$ cat config.mk
export PLATFORM = sky130hd
export DESIGN_NAME = block_bitmap_allocator_top
export DESIGN_NICKNAME = d
export VERILOG_FILES = /design/src/sv/bba_pkg.sv /design/src/sv/bba_dpath.sv /design/src/sv/bba_ctrl.sv /design/src/sv/block_bitmap_allocator_top.sv
export VERILOG_INCLUDE_DIRS = /design/src /design/src/sv
export SDC_FILE = /design/constraint.sdc
export NUM_CORES = 1
export LEC_CHECK = 0
export CORE_MARGIN = 2
export CORE_UTILIZATION = 57
export DETAILED_ROUTE_END_ITERATION = 16
export DONT_BUFFER_PORTS = 1
export PLACE_DENSITY = 0.86
export SLEW_MARGIN = 40
export SYNTH_ARGS = -nofsm -noshare
export SYNTH_HDL_FRONTEND = slang
export SYNTH_SLANG_ARGS = --single-unit
export TNS_END_PERCENT = 10
$ cat constraint.sdc
create_clock -name clk -period 3.1 [get_ports clk]
set_input_delay 0.155 -clock clk [delete_from_list [all_inputs] [get_ports clk]]
set_output_delay 0.155 -clock clk [all_outputs]
set_load 0.1 [all_outputs]
$ cat src/sv/assert_macros.svh
// Assertion macros used by the allocator controller.
`ifndef ASSERT_MACROS_SVH
`define ASSERT_MACROS_SVH

// Same-cycle implication, checked on clk, off during rst.
`define ASSERT_NOW(name, ante, cons) \
  name: assert property (@(posedge clk) disable iff (rst) (ante) |-> (cons)) \
    else $error("assertion failed");

// Next-cycle implication, checked on clk, off during rst.
`define ASSERT_NEXT(name, ante, cons) \
  name: assert property (@(posedge clk) disable iff (rst) (ante) |=> (cons)) \
    else $error("assertion failed");

`endif

$ cat src/sv/bba_pkg.sv
// Types and constants of the block bitmap allocator.
package bba_pkg;

  localparam int unsigned WORD_W = 8;

  localparam logic [1:0] OP_MARK    = 2'd0;
  localparam logic [1:0] OP_RELEASE = 2'd1;
  localparam logic [1:0] OP_TEST    = 2'd2;
  localparam logic [1:0] OP_FIND    = 2'd3;

  localparam logic [1:0] ST_OK        = 2'd0;
  localparam logic [1:0] ST_NONE_FREE = 2'd1;
  localparam logic [1:0] ST_RANGE     = 2'd2;

  localparam logic [9:0] BLOCK_COUNT_RST = 10'd512;

  typedef struct packed {
    logic [1:0] operation;
    logic [8:0] block_index;
  } cmd_t;

  typedef struct packed {
    logic       bit_value;
    logic [8:0] found_block;
    logic [1:0] status;
  } rsp_t;

  // controller to datapath
  typedef struct packed {
    logic load;
    logic rd;
    logic commit;
    logic clr_wr;
    logic row_inc;
    logic fin;
  } ctl_t;

  // datapath to controller
  typedef struct packed {
    logic find;
    logic range_err;
    logic hit;
    logic last_row;
    logic clr_last;
  } sts_t;

endpackage

$ cat src/sv/bba_dpath.sv
// Allocator datapath: usage map memory, row counter, scan and result logic.
module bba_dpath #(
  parameter int unsigned NUM_BLOCKS = 512
) (
  input  logic          clk,
  input  logic          rst,
  input  bba_pkg::cmd_t command,
  input  logic          cfg_we,
  input  logic [9:0]    cfg_wdata,
  input  bba_pkg::ctl_t ctl,
  output bba_pkg::sts_t sts,
  output logic          done,
  output bba_pkg::rsp_t result
);

  localparam int unsigned ROWS  = (NUM_BLOCKS + bba_pkg::WORD_W - 1) / bba_pkg::WORD_W;
  localparam int unsigned ROW_W = (ROWS > 1) ? $clog2(ROWS) : 1;

  logic [bba_pkg::WORD_W-1:0] mem [ROWS];
  logic [bba_pkg::WORD_W-1:0] rd_data;
  logic [bba_pkg::WORD_W-1:0] wr_data;
  logic [bba_pkg::WORD_W-1:0] mod_data;
  logic [bba_pkg::WORD_W-1:0] valid;
  logic [bba_pkg::WORD_W-1:0] free;
  logic [ROW_W-1:0]           row;
  logic [ROW_W-1:0]           idx_row;
  logic [ROW_W-1:0]           wr_addr;
  logic [ROW_W-1:0]           rd_addr;
  logic                       wr_en;
  logic [9:0]                 block_count;
  logic [9:0]                 lim;
  logic [16:0]                lim_ext;
  logic [16:0]                idx_ext;
  logic [16:0]                base;
  logic [2:0]                 pos;
  logic [2:0]                 bit_sel;
  bba_pkg::cmd_t              cmd_q;
  bba_pkg::rsp_t              rsp_next;

  // block_count saturated to the map size
  assign lim     = ({7'd0, block_count} > 17'(NUM_BLOCKS)) ? 10'(NUM_BLOCKS) : block_count;
  assign lim_ext = {7'd0, lim};
  assign idx_ext = {8'd0, cmd_q.block_index};
  assign idx_row = idx_ext[ROW_W+2:3];
  assign bit_sel = cmd_q.block_index[2:0];
  assign base    = 17'({row, 3'b000});

  always_comb begin
    for (int j = 0; j < bba_pkg::WORD_W; j++) begin
      valid[j] = (base + 17'(j)) < lim_ext;
    end
  end

  assign free = ~rd_data & valid;

  always_comb begin
    pos = '0;
    for (int j = bba_pkg::WORD_W - 1; j >= 0; j--) begin
      if (free[j]) begin
        pos = 3'(j);
      end
    end
  end

  assign sts.find      = (cmd_q.operation == bba_pkg::OP_FIND);
  assign sts.range_err = ({1'b0, cmd_q.block_index} >= lim);
  assign sts.hit       = |free;
  assign sts.last_row  = (base + 17'(bba_pkg::WORD_W)) >= lim_ext;
  assign sts.clr_last  = (row == ROW_W'(ROWS - 1));

  assign mod_data = (cmd_q.operation == bba_pkg::OP_MARK) ?
                    (rd_data | (8'd1 << bit_sel)) : (rd_data & ~(8'd1 << bit_sel));
  assign wr_en    = ctl.clr_wr || (ctl.commit && (cmd_q.operation == bba_pkg::OP_MARK ||
                                                  cmd_q.operation == bba_pkg::OP_RELEASE));
  assign wr_addr  = ctl.clr_wr ? row : idx_row;
  assign wr_data  = ctl.clr_wr ? '0 : mod_data;
  assign rd_addr  = sts.find ? row : idx_row;

  always_ff @(posedge clk) begin
    if (wr_en) begin
      mem[wr_addr] <= wr_data;
    end
    if (ctl.rd) begin
      rd_data <= mem[rd_addr];
    end
  end

  always_comb begin
    rsp_next = '0;
    if (sts.find) begin
      if (sts.hit) begin
        rsp_next.found_block = 9'(base + 17'(pos));
      end else begin
        rsp_next.status = bba_pkg::ST_NONE_FREE;
      end
    end else if (sts.range_err) begin
      rsp_next.status = bba_pkg::ST_RANGE;
    end else if (cmd_q.operation == bba_pkg::OP_TEST) begin
      rsp_next.bit_value = rd_data[bit_sel];
    end
  end

  always_ff @(posedge clk) begin
    if (rst) begin
      row         <= '0;
      block_count <= bba_pkg::BLOCK_COUNT_RST;
      done        <= 1'b0;
    end else begin
      if (ctl.load) begin
        row <= '0;
      end else if (ctl.row_inc) begin
        row <= row + ROW_W'(1);
      end
      if (cfg_we) begin
        block_count <= cfg_wdata;
      end
      done <= ctl.fin;
    end
  end

  always_ff @(posedge clk) begin
    if (ctl.load) begin
      cmd_q <= command;
    end
    if (ctl.fin) begin
      result <= rsp_next;
    end
  end

endmodule

$ cat src/sv/bba_ctrl.sv
// Allocator controller: map clearing pass, command sequencing, scan loop.
`include "assert_macros.svh"

module bba_ctrl (
  input  logic          clk,
  input  logic          rst,
  input  logic          start,
  input  bba_pkg::sts_t sts,
  output bba_pkg::ctl_t ctl,
  output logic          busy
);

  typedef enum logic [2:0] {
    S_CLEAR,
    S_IDLE,
    S_DISPATCH,
    S_ACCESS,
    S_FIND_RD,
    S_FIND_EVAL
  } state_t;

  state_t state;
  state_t state_next;

  always_comb begin
    ctl        = '0;
    state_next = state;
    case (state)
      S_CLEAR: begin
        ctl.clr_wr = 1'b1;
        if (sts.clr_last) begin
          state_next = S_IDLE;
        end else begin
          ctl.row_inc = 1'b1;
        end
      end
      S_IDLE: begin
        if (start) begin
          ctl.load   = 1'b1;
          state_next = S_DISPATCH;
        end
      end
      S_DISPATCH: begin
        if (sts.find) begin
          ctl.rd     = 1'b1;
          state_next = S_FIND_EVAL;
        end else if (sts.range_err) begin
          ctl.fin    = 1'b1;
          state_next = S_IDLE;
        end else begin
          ctl.rd     = 1'b1;
          state_next = S_ACCESS;
        end
      end
      S_ACCESS: begin
        ctl.commit = 1'b1;
        ctl.fin    = 1'b1;
        state_next = S_IDLE;
      end
      S_FIND_RD: begin
        ctl.rd     = 1'b1;
        state_next = S_FIND_EVAL;
      end
      S_FIND_EVAL: begin
        if (sts.hit || sts.last_row) begin
          ctl.fin    = 1'b1;
          state_next = S_IDLE;
        end else begin
          ctl.row_inc = 1'b1;
          state_next  = S_FIND_RD;
        end
      end
      default: begin
        state_next = S_CLEAR;
      end
    endcase
  end

  assign busy = (state != S_IDLE);

  always_ff @(posedge clk) begin
    if (rst) begin
      state <= S_CLEAR;
    end else begin
      state <= state_next;
    end
  end

  `ASSERT_NEXT(a_accept_dispatch, start && !busy, state == S_DISPATCH)
  `ASSERT_NEXT(a_fin_idle, ctl.fin, state == S_IDLE)
  `ASSERT_NOW(a_commit_in_range, ctl.commit, !sts.range_err && !sts.find)
  `ASSERT_NOW(a_clear_no_load, state == S_CLEAR, !ctl.load && !ctl.fin)

endmodule

$ cat src/sv/block_bitmap_allocator_top.sv
// Block bitmap allocator top level: controller plus datapath.
//
//   channel  | handshake        | payload
//   ---------+------------------+-------------------------------------
//   command  | start / busy     | operation, block_index
//   result   | done strobe      | bit_value, found_block, status
//   config   | cfg_we           | cfg_wdata (block_count)
//
// After reset the map is cleared one byte row per cycle with busy high.
// Mark, release and test read the map row in dispatch, then in the access
// state mark and release write it back and the result is latched; out of range
// finishes in dispatch. One map memory read per access. Find reads one 8-block
// row at a time, alternating read and evaluate states, up to the first row with
// a free block or the last row; a zero count still scans one row.
// A beat is accepted whenever busy is low, including the cycle of done.
// The receiver cannot stall; done is high for exactly one cycle per beat.
module block_bitmap_allocator_top #(
  parameter int unsigned NUM_BLOCKS = 512
) (
  input  logic          clk,
  input  logic          rst,
  input  logic          start,
  output logic          busy,
  input  bba_pkg::cmd_t command,
  output logic          done,
  output bba_pkg::rsp_t result,
  input  logic          cfg_we,
  input  logic [9:0]    cfg_wdata
);

  bba_pkg::ctl_t ctl;
  bba_pkg::sts_t sts;

  bba_ctrl u_ctrl (
    .clk   (clk),
    .rst   (rst),
    .start (start),
    .sts   (sts),
    .ctl   (ctl),
    .busy  (busy)
  );

  bba_dpath #(
    .NUM_BLOCKS (NUM_BLOCKS)
  ) u_dpath (
    .clk       (clk),
    .rst       (rst),
    .command   (command),
    .cfg_we    (cfg_we),
    .cfg_wdata (cfg_wdata),
    .ctl       (ctl),
    .sts       (sts),
    .done      (done),
    .result    (result)
  );

endmodule
==> results of run 1 <==
## flip-flops by register name (all words and copies together), names as in the netlist
name                 flops
u_dpath.done             1
u_ctrl.state             3
u_dpath.result          12
u_dpath.mem            512
u_dpath.row              6
u_dpath.cmd_q            8
u_dpath.block_count     10
u_dpath.rd_data          8
u_dpath.bit_sel          3
## per-stage QoR
stage	util (%)	hold slack [ns]
finish	67.0	0.0833
global route	67.0	0.0679
CTS	66.8	0.0553
detailed placement	61.9	0.231
global placement	61.5	0.231
floorplan	-	0.231
## layer usage
| metal | part of all wire, % | global-route usage (%) |
|---|---|---|
| met4 | 3.6 | 10.3 |
| met3 | 9.6 | 5.60 |
| met5 | 0 | 0 |
| met2 | 50 | 42.8 |
| met1 | 37 | 33.7 |
## Yosys cell counts, drive strengths merged (5+ instances only)
| cell | count |
|---|---|
| a32oi | 24 |
| a31oi | 7 |
| o21a | 6 |
| buf | 40 |
| nor2 | 104 |
| ha | 24 |
| mux2i | 161 |
| edfxtp | 543 |
| nand2b | 6 |
| nor3 | 13 |
| and4 | 10 |
| nand3 | 16 |
| a22oi | 8 |
| a211oi | 6 |
| mux4 | 98 |
| nand2 | 96 |
| and2 | 7 |
| and3 | 5 |
| a21oi | 22 |
| o21ai | 18 |
| nand4 | 6 |
| inv | 16 |
| clkbuf | 25 |
| dfxtp | 20 |
## final timing paths
kind,start,endpoint,slack [ns],cells past startpoint
worst max-delay path,u_dpath.row[2],u_dpath.rd_data[5],0.07,7
worst min-delay path,start,u_dpath.cmd_q[9],0.08,2
worst max register to register,u_dpath.row[2],u_dpath.rd_data[5],0.07,7
worst min register to register,u_dpath.row[3],u_dpath.row[3],0.62,2
## cell families (layout without fill, tap and decap cells)
logic type | count (synthesis) | in the layout | share of synthesized area [%]
flip-flops | 563 | 563 | 70.8
AND/OR/NAND/NOR | 288 | 288 | 5.61
multiplexers | 260 | 260 | 16.3
AO/OA/AOI/OAI | 123 | 123 | 3.90
buffers and inverters | 81 | 290 | 1.95
adder cells (fa/ha/maj) | 24 | 24 | 1.27
XOR/XNOR | 4 | 4 | 0.148
other | 0 | 1 | 0
## power groups by stage
| stage | sequential [W] | combinational [W] | clock [W] |
|---|---|---|---|
| 2_1_floorplan | 0.00846 | 0.000327 | 0 |
| 3_3_place_gp | 0.00846 | 0.000484 | 0 |
| 3_5_place_dp | 0.00847 | 0.000494 | 0 |
| 4_1_cts | 0.00831 | 0.000541 | 0.00631 |
| 5_1_grt | 0.00831 | 0.000593 | 0.00660 |
| 6_report | 0.00831 | 0.000562 | 0.00625 |
## repair_timing
item	in CTS	in global routing
endpoints found under the hold margin	30	0
endpoints found under the setup margin	0	29
gates resized for setup	0	10
buffers inserted	0	0
hold buffers	32	0
## final cells by class
class                   count  area share, %
flip-flops and latches    563           61.0
diodes                      1        0.00914
clock buffers              71           5.40
well taps                 532           2.43
clock inverters            26          0.686
multi-input cells         699           24.0
inverters                  16          0.219
repair buffers            177           6.22
==> impl_metrics.env, run 1 <==
export IMPL_status="finished clean"
export IMPL_synth_top_cell_area_share_pct=69.1
export IMPL_synth_nets=1392
export IMPL_fin_skew_ns=0.0158
export IMPL_cp_slowest_cell="o21ai_4"
export IMPL_ys_flop_type="edfxtp_1"
export IMPL_worst_slack_ns=0.0700
export IMPL_power_w=0.0151
export IMPL_dp_hpwl_um=35000
export IMPL_relSlewSlack_pct=39.9
export IMPL_fin_nets=1561
export IMPL_drtIter0Drc=1557
export IMPL_synth_area_leaders="edfxtp_1 69%, mux4_2 9.4%, mux2i_1 6.7%, dfxtp_1 1.7%, nor2_1 1.7%"
export IMPL_gp_congestion=0.960
export IMPL_die_height_um=207
export IMPL_cp_slowest_stage_delay_ns=0.71
export IMPL_critPathTopFamily="compound AO/OA/AOI/OAI gates"
export IMPL_synth_cell_type_count=69
export IMPL_clock_path_buffers=3
export IMPL_cts_clk_slew_worst_paths_ns=0.06
export IMPL_vias=13500
export IMPL_drv_cap=0
export IMPL_multi_input_area_um2=6570
export IMPL_grt_pass1_wl_um=83800
export IMPL_place_area_um2=25300
export IMPL_cts_sink_count=563
export IMPL_critPathRequiredTime_ns=3.56
export IMPL_pwr_share_comb_pct=3.7
export IMPL_fmax_mhz=330
export IMPL_endpoint_kind="flop"
export IMPL_rsz0062_at_grt="false"
export IMPL_synth_top_cell_by_area="edfxtp_1"
export IMPL_finalHoldViolCount=0
export IMPL_pwr_share_clk_pct=41.3
export IMPL_crit_chain="inv_2 -> o21ai_4 -> buf_12 -> mux2i_1 -> mux4_2 -> a32oi_1 -> and4_1"
export IMPL_synth_area_per_cell_um2=17.6
export IMPL_sequentialPowerShare_pct=55.0
export IMPL_finalCriticalPeriod_ns=3.03
export IMPL_synth_seq_area_share_pct=70.8
export IMPL_antenna_found_initial=1
export IMPL_async_reset_ff_share_pct=0
export IMPL_layout_drive_gt1_share_pct=23.0
export IMPL_pre_cts_ws_ns=0.0711
export IMPL_hold_class="primary input to flop"
export IMPL_numPortBuffers=0
export IMPL_die_w_um=207
export IMPL_final_antenna_net_count=0
export IMPL_start_util_pct=57.8
export IMPL_synth_seq_cells=563
export IMPL_vias_per_cell=6.47
export IMPL_area_growth_syn_to_layout_pct=16.0
export IMPL_insertion_delay_ns=0.60
export IMPL_maxSlewViolCount=0
export IMPL_placed_cells=1953
export IMPL_dieArea_um2=43000
export IMPL_startpoint_type="flop"
export IMPL_power_switching_share_pct=20.4
export IMPL_num_rows=74
export IMPL_cts_root_buf="clkbuf_16"
export IMPL_numCtsBuffers=55
export IMPL_ios=39
export IMPL_regArea_um2=16700
export IMPL_power_density_nw_per_um2=552
export IMPL_worst_pin_slew_ns=0.904
export IMPL_grt_pass1_vias=13500
export IMPL_synthCells=1343
export IMPL_gr_total_overflow=0
export IMPL_core_um2=40800
export IMPL_tns_ns=0
export IMPL_drc=0
export IMPL_grt_max_degree=65
export IMPL_routed_wl_um=55300
export IMPL_critPathArrivalTime_ns=3.49
export IMPL_p_leak_nw=9.30
export IMPL_final_cell_mix="543 x edfxtp_1, 158 x mux2i_1, 125 x buf_4, 98 x mux4_2"
export IMPL_fill_cells=2485
export IMPL_grtUsageTotal_pct=25.8
export IMPL_peakVddDrop_uv=435
export IMPL_critPathMaxFanout=32
export IMPL_yosysWarnings=0
export IMPL_period_share_pct=97.7
export IMPL_critPathKind="flop to flop"
export IMPL_dr_pass1_iters=6
export IMPL_setup_violations_final=0
export IMPL_final_cell_area_um2=27400
export IMPL_htreeDepth=2
export IMPL_cp_num_buf_inv=2
export IMPL_p_int_w=0.0120
export IMPL_p_switching_w=0.00308
export IMPL_synth_edf_count=543
export IMPL_wl_per_cell_um=26.5
export IMPL_cts_tree="built"
export IMPL_synth_area_um2=23600
export IMPL_finalNonFillerCells=2085
export IMPL_layout_commonest_cell="edfxtp_1"
Note: power is estimated with default switching activity, not from simulation.
==> run 2: changes to the inputs <==
--- a/config.mk
+++ b/config.mk
@@ -6,6 +6,7 @@
 export SDC_FILE = /design/constraint.sdc
 export NUM_CORES = 1
 export LEC_CHECK = 0
+export CORE_ASPECT_RATIO = 0.6
 export CORE_MARGIN = 2
 export CORE_UTILIZATION = 57
 export DETAILED_ROUTE_END_ITERATION = 16
==> run 2 against run 1 <==
Hold slack better by 0.035 ns. Sequential share of layout area is 0.14 points lower. Highest routed layer unchanged. Global-route usage rose by 2.2 points. The flow now finishes with violations (negative setup slack).
==> impl_metrics.env, run 2 (synthesis results as in run 1) <==
export IMPL_status="finished with violations"
export IMPL_violations="negative setup slack"
export IMPL_grtUsageTotal_pct=28.0
export IMPL_power_density_nw_per_um2=528
export IMPL_htreeDepth=2
export IMPL_critPathRequiredTime_ns=3.42
export IMPL_largestRegisters="u_dpath.mem: 512 flops, u_dpath.result: 12 flops, u_dpath.block_count: 10 flops"
export IMPL_regToRegEndpoint="u_dpath.result[2]"
export IMPL_critPathKind="flop to flop"
export IMPL_diodes=0
export IMPL_numPortBuffers=0
export IMPL_gp_congestion=1.00
export IMPL_hold_class="primary input to flop"
export IMPL_maxSlewViolCount=0
export IMPL_power_switching_share_pct=20.7
export IMPL_relSlewSlack_pct=46.6
export IMPL_wl_per_cell_um=28.4
export IMPL_finalCriticalPeriod_ns=3.10
export IMPL_power_w=0.0145
export IMPL_rr_worst_depth=11
export IMPL_fin_skew_ns=0.0218
export IMPL_layout_commonest_cell="edfxtp_1"
export IMPL_drc=0
export IMPL_finalHoldViolCount=0
export IMPL_setup_violations_final=7
export IMPL_sequentialPowerShare_pct=57.3
export IMPL_start_util_pct=58.1
export IMPL_routed_wl_um=59300
export IMPL_pwr_share_clk_pct=38.5
export IMPL_grt_max_degree=65
export IMPL_area_growth_syn_to_layout_pct=16.3
export IMPL_clock_path_buffers=3
export IMPL_min_from="start"
export IMPL_pwr_share_comb_pct=4.2
export IMPL_top_register="u_dpath.mem"
export IMPL_p_switching_w=0.00300
export IMPL_p_leak_nw=9.33
export IMPL_place_area_um2=25600
export IMPL_vias=14100
export IMPL_drv_cap=0
export IMPL_insertion_delay_ns=0.57
export IMPL_worst_hold_path_num_cells=2
export IMPL_num_rows=57
export IMPL_final_cell_area_um2=27400
export IMPL_critPathArrivalTime_ns=3.43
export IMPL_core_um2=40700
export IMPL_critPathMaxFanout=12
export IMPL_p_int_w=0.0115
export IMPL_dr_pass1_iters=8
export IMPL_antenna_found_initial=2
export IMPL_vias_per_cell=6.74
export IMPL_die_height_um=162
export IMPL_cts_sink_count=563
export IMPL_final_cell_mix="543 x edfxtp_1, 158 x mux2i_1, 135 x buf_4, 98 x mux4_2, 94 x nor2_1"
export IMPL_numCtsBuffers=47
export IMPL_cts_clk_slew_worst_paths_ns=0.07
export IMPL_cts_root_buf="clkbuf_16"
export IMPL_ios=39
export IMPL_startpoint_type="flop"
export IMPL_reg2reg_setup_slack_ns=-0.004
export IMPL_die_w_um=267
export IMPL_grt_pass1_vias=13800
export IMPL_final_antenna_net_count=0
export IMPL_layout_drive_gt1_share_pct=24.4
export IMPL_dp_hpwl_um=38300
export IMPL_period_share_pct=100
export IMPL_worst_slack_ns=-0.00350
export IMPL_fmax_mhz=322
export IMPL_worst_pin_slew_ns=0.801
export IMPL_fin_nets=1574
export IMPL_cts_tree="built"
export IMPL_hold_end="u_dpath.cmd_q[10]"
export IMPL_largest_reg_flops=512
export IMPL_dieArea_um2=43100
export IMPL_drtIter0Drc=2318
export IMPL_endpoint_kind="flop"
export IMPL_grt_pass1_wl_um=88000
export IMPL_rr_startpoint="u_dpath.block_count[9]"
export IMPL_rsz0062_at_grt="true"
export IMPL_peakVddDrop_uv=415
export IMPL_gr_total_overflow=0
[run 2: cell count changes in the layout (fill, tap and decap cells not counted), sizes merged]
cell / previous run / this run
diode: 1 / 0
buf: 143 / 166
clkinvlp: 4 / 2
clkinv: 20 / 22
clkbuf: 73 / 57
[run 2: metrics by stage]
| step | util (%) | hold slack (ns) | cells | worst slack [ns] | setup TNS, ns |
|---|---|---|---|---|---|
| 3_5_place_dp | 63.0 | 0.231 | 1973 | -0.108 | -1.67 |
| 2_1_floorplan | - | 0.231 | 1343 | -0.180 | -92.14 |
| 3_3_place_gp | 62.1 | 0.230 | 1958 | 0.0105 | 0 |
| 5_1_grt | 67.5 | 0.131 | 2090 | -0.0693 | -0.758 |
| 4_1_cts | 67.2 | 0.101 | 2088 | 0.0178 | 0 |
| 6_report | 67.5 | 0.118 | 2090 | -0.00350 | -0.0127 |
[run 2: power by group through the flow]
stage	sequential (W)	combinational (W)	clock (W)
after global routing	0.00830	0.000630	0.00591
after floorplan	0.00846	0.000327	0
after global placement	0.00846	0.000496	0
after detailed placement	0.00846	0.000506	0
after CTS	0.00830	0.000556	0.00563
final	0.00830	0.000609	0.00558
[run 2: repair_timing]
item,in CTS,in global routing
buffers inserted,0,2
pin swaps,0,2
endpoints found under the setup margin,24,60
endpoints found under the hold margin,29,0
hold buffers,32,0
resized for setup,2,25
[run 2: critical path, cell delays in order, from the launching register on]
cell and delay (ns):
dfxtp_1 0.40, clkinvlp_4 0.25, nand2_1 0.27, ha_1 0.30
a21o_1 0.17, a21oi_1 0.17, o21ai_0 0.19, a211oi_2 0.42
nand4_1 0.23, nand3_1 0.19, nand2_1 0.11, buf_12 0.17
[run 2: routing by layer]
metal  track usage (%)  vias to the layer above  routed length, µm
met2              40.7                     1194              26000
met4              6.77                        0               1580
met1              40.7                     6984              22600
met5                 0                        -                  0
li1                  -                     5745                  -
met3              10.2                      160               9070
[run 2: area by class of cell]
class / count / area (µm²)
Clock buffer: 57 / 1210
Sequential cell: 563 / 16700
Inverter: 16 / 63.8
Tap cell: 531 / 664
Clock inverter: 26 / 186
Multi-Input combinational cell: 699 / 6610
Fill cell: 2473 / 13200
Timing Repair Buffer: 198 / 1990
[run 2: worst max-delay path by stage]
| stage | cells after the start | from | slack [ns] | endpoint |
|---|---|---|---|---|
| global placement | 11 | u_dpath.block_count[9] | 0.01 | u_dpath.result[3] |
| detailed placement | 11 | u_dpath.block_count[9] | -0.11 | u_dpath.result[2] |
| global route | 11 | u_dpath.block_count[9] | -0.07 | u_dpath.result[3] |
| finish | 11 | u_dpath.block_count[9] | -0.004 | u_dpath.result[2] |
| CTS | 11 | u_dpath.block_count[9] | 0.02 | u_dpath.result[2] |
| floorplan | 7 | u_ctrl.state[0] | -0.18 | u_dpath.mem[0][0] |
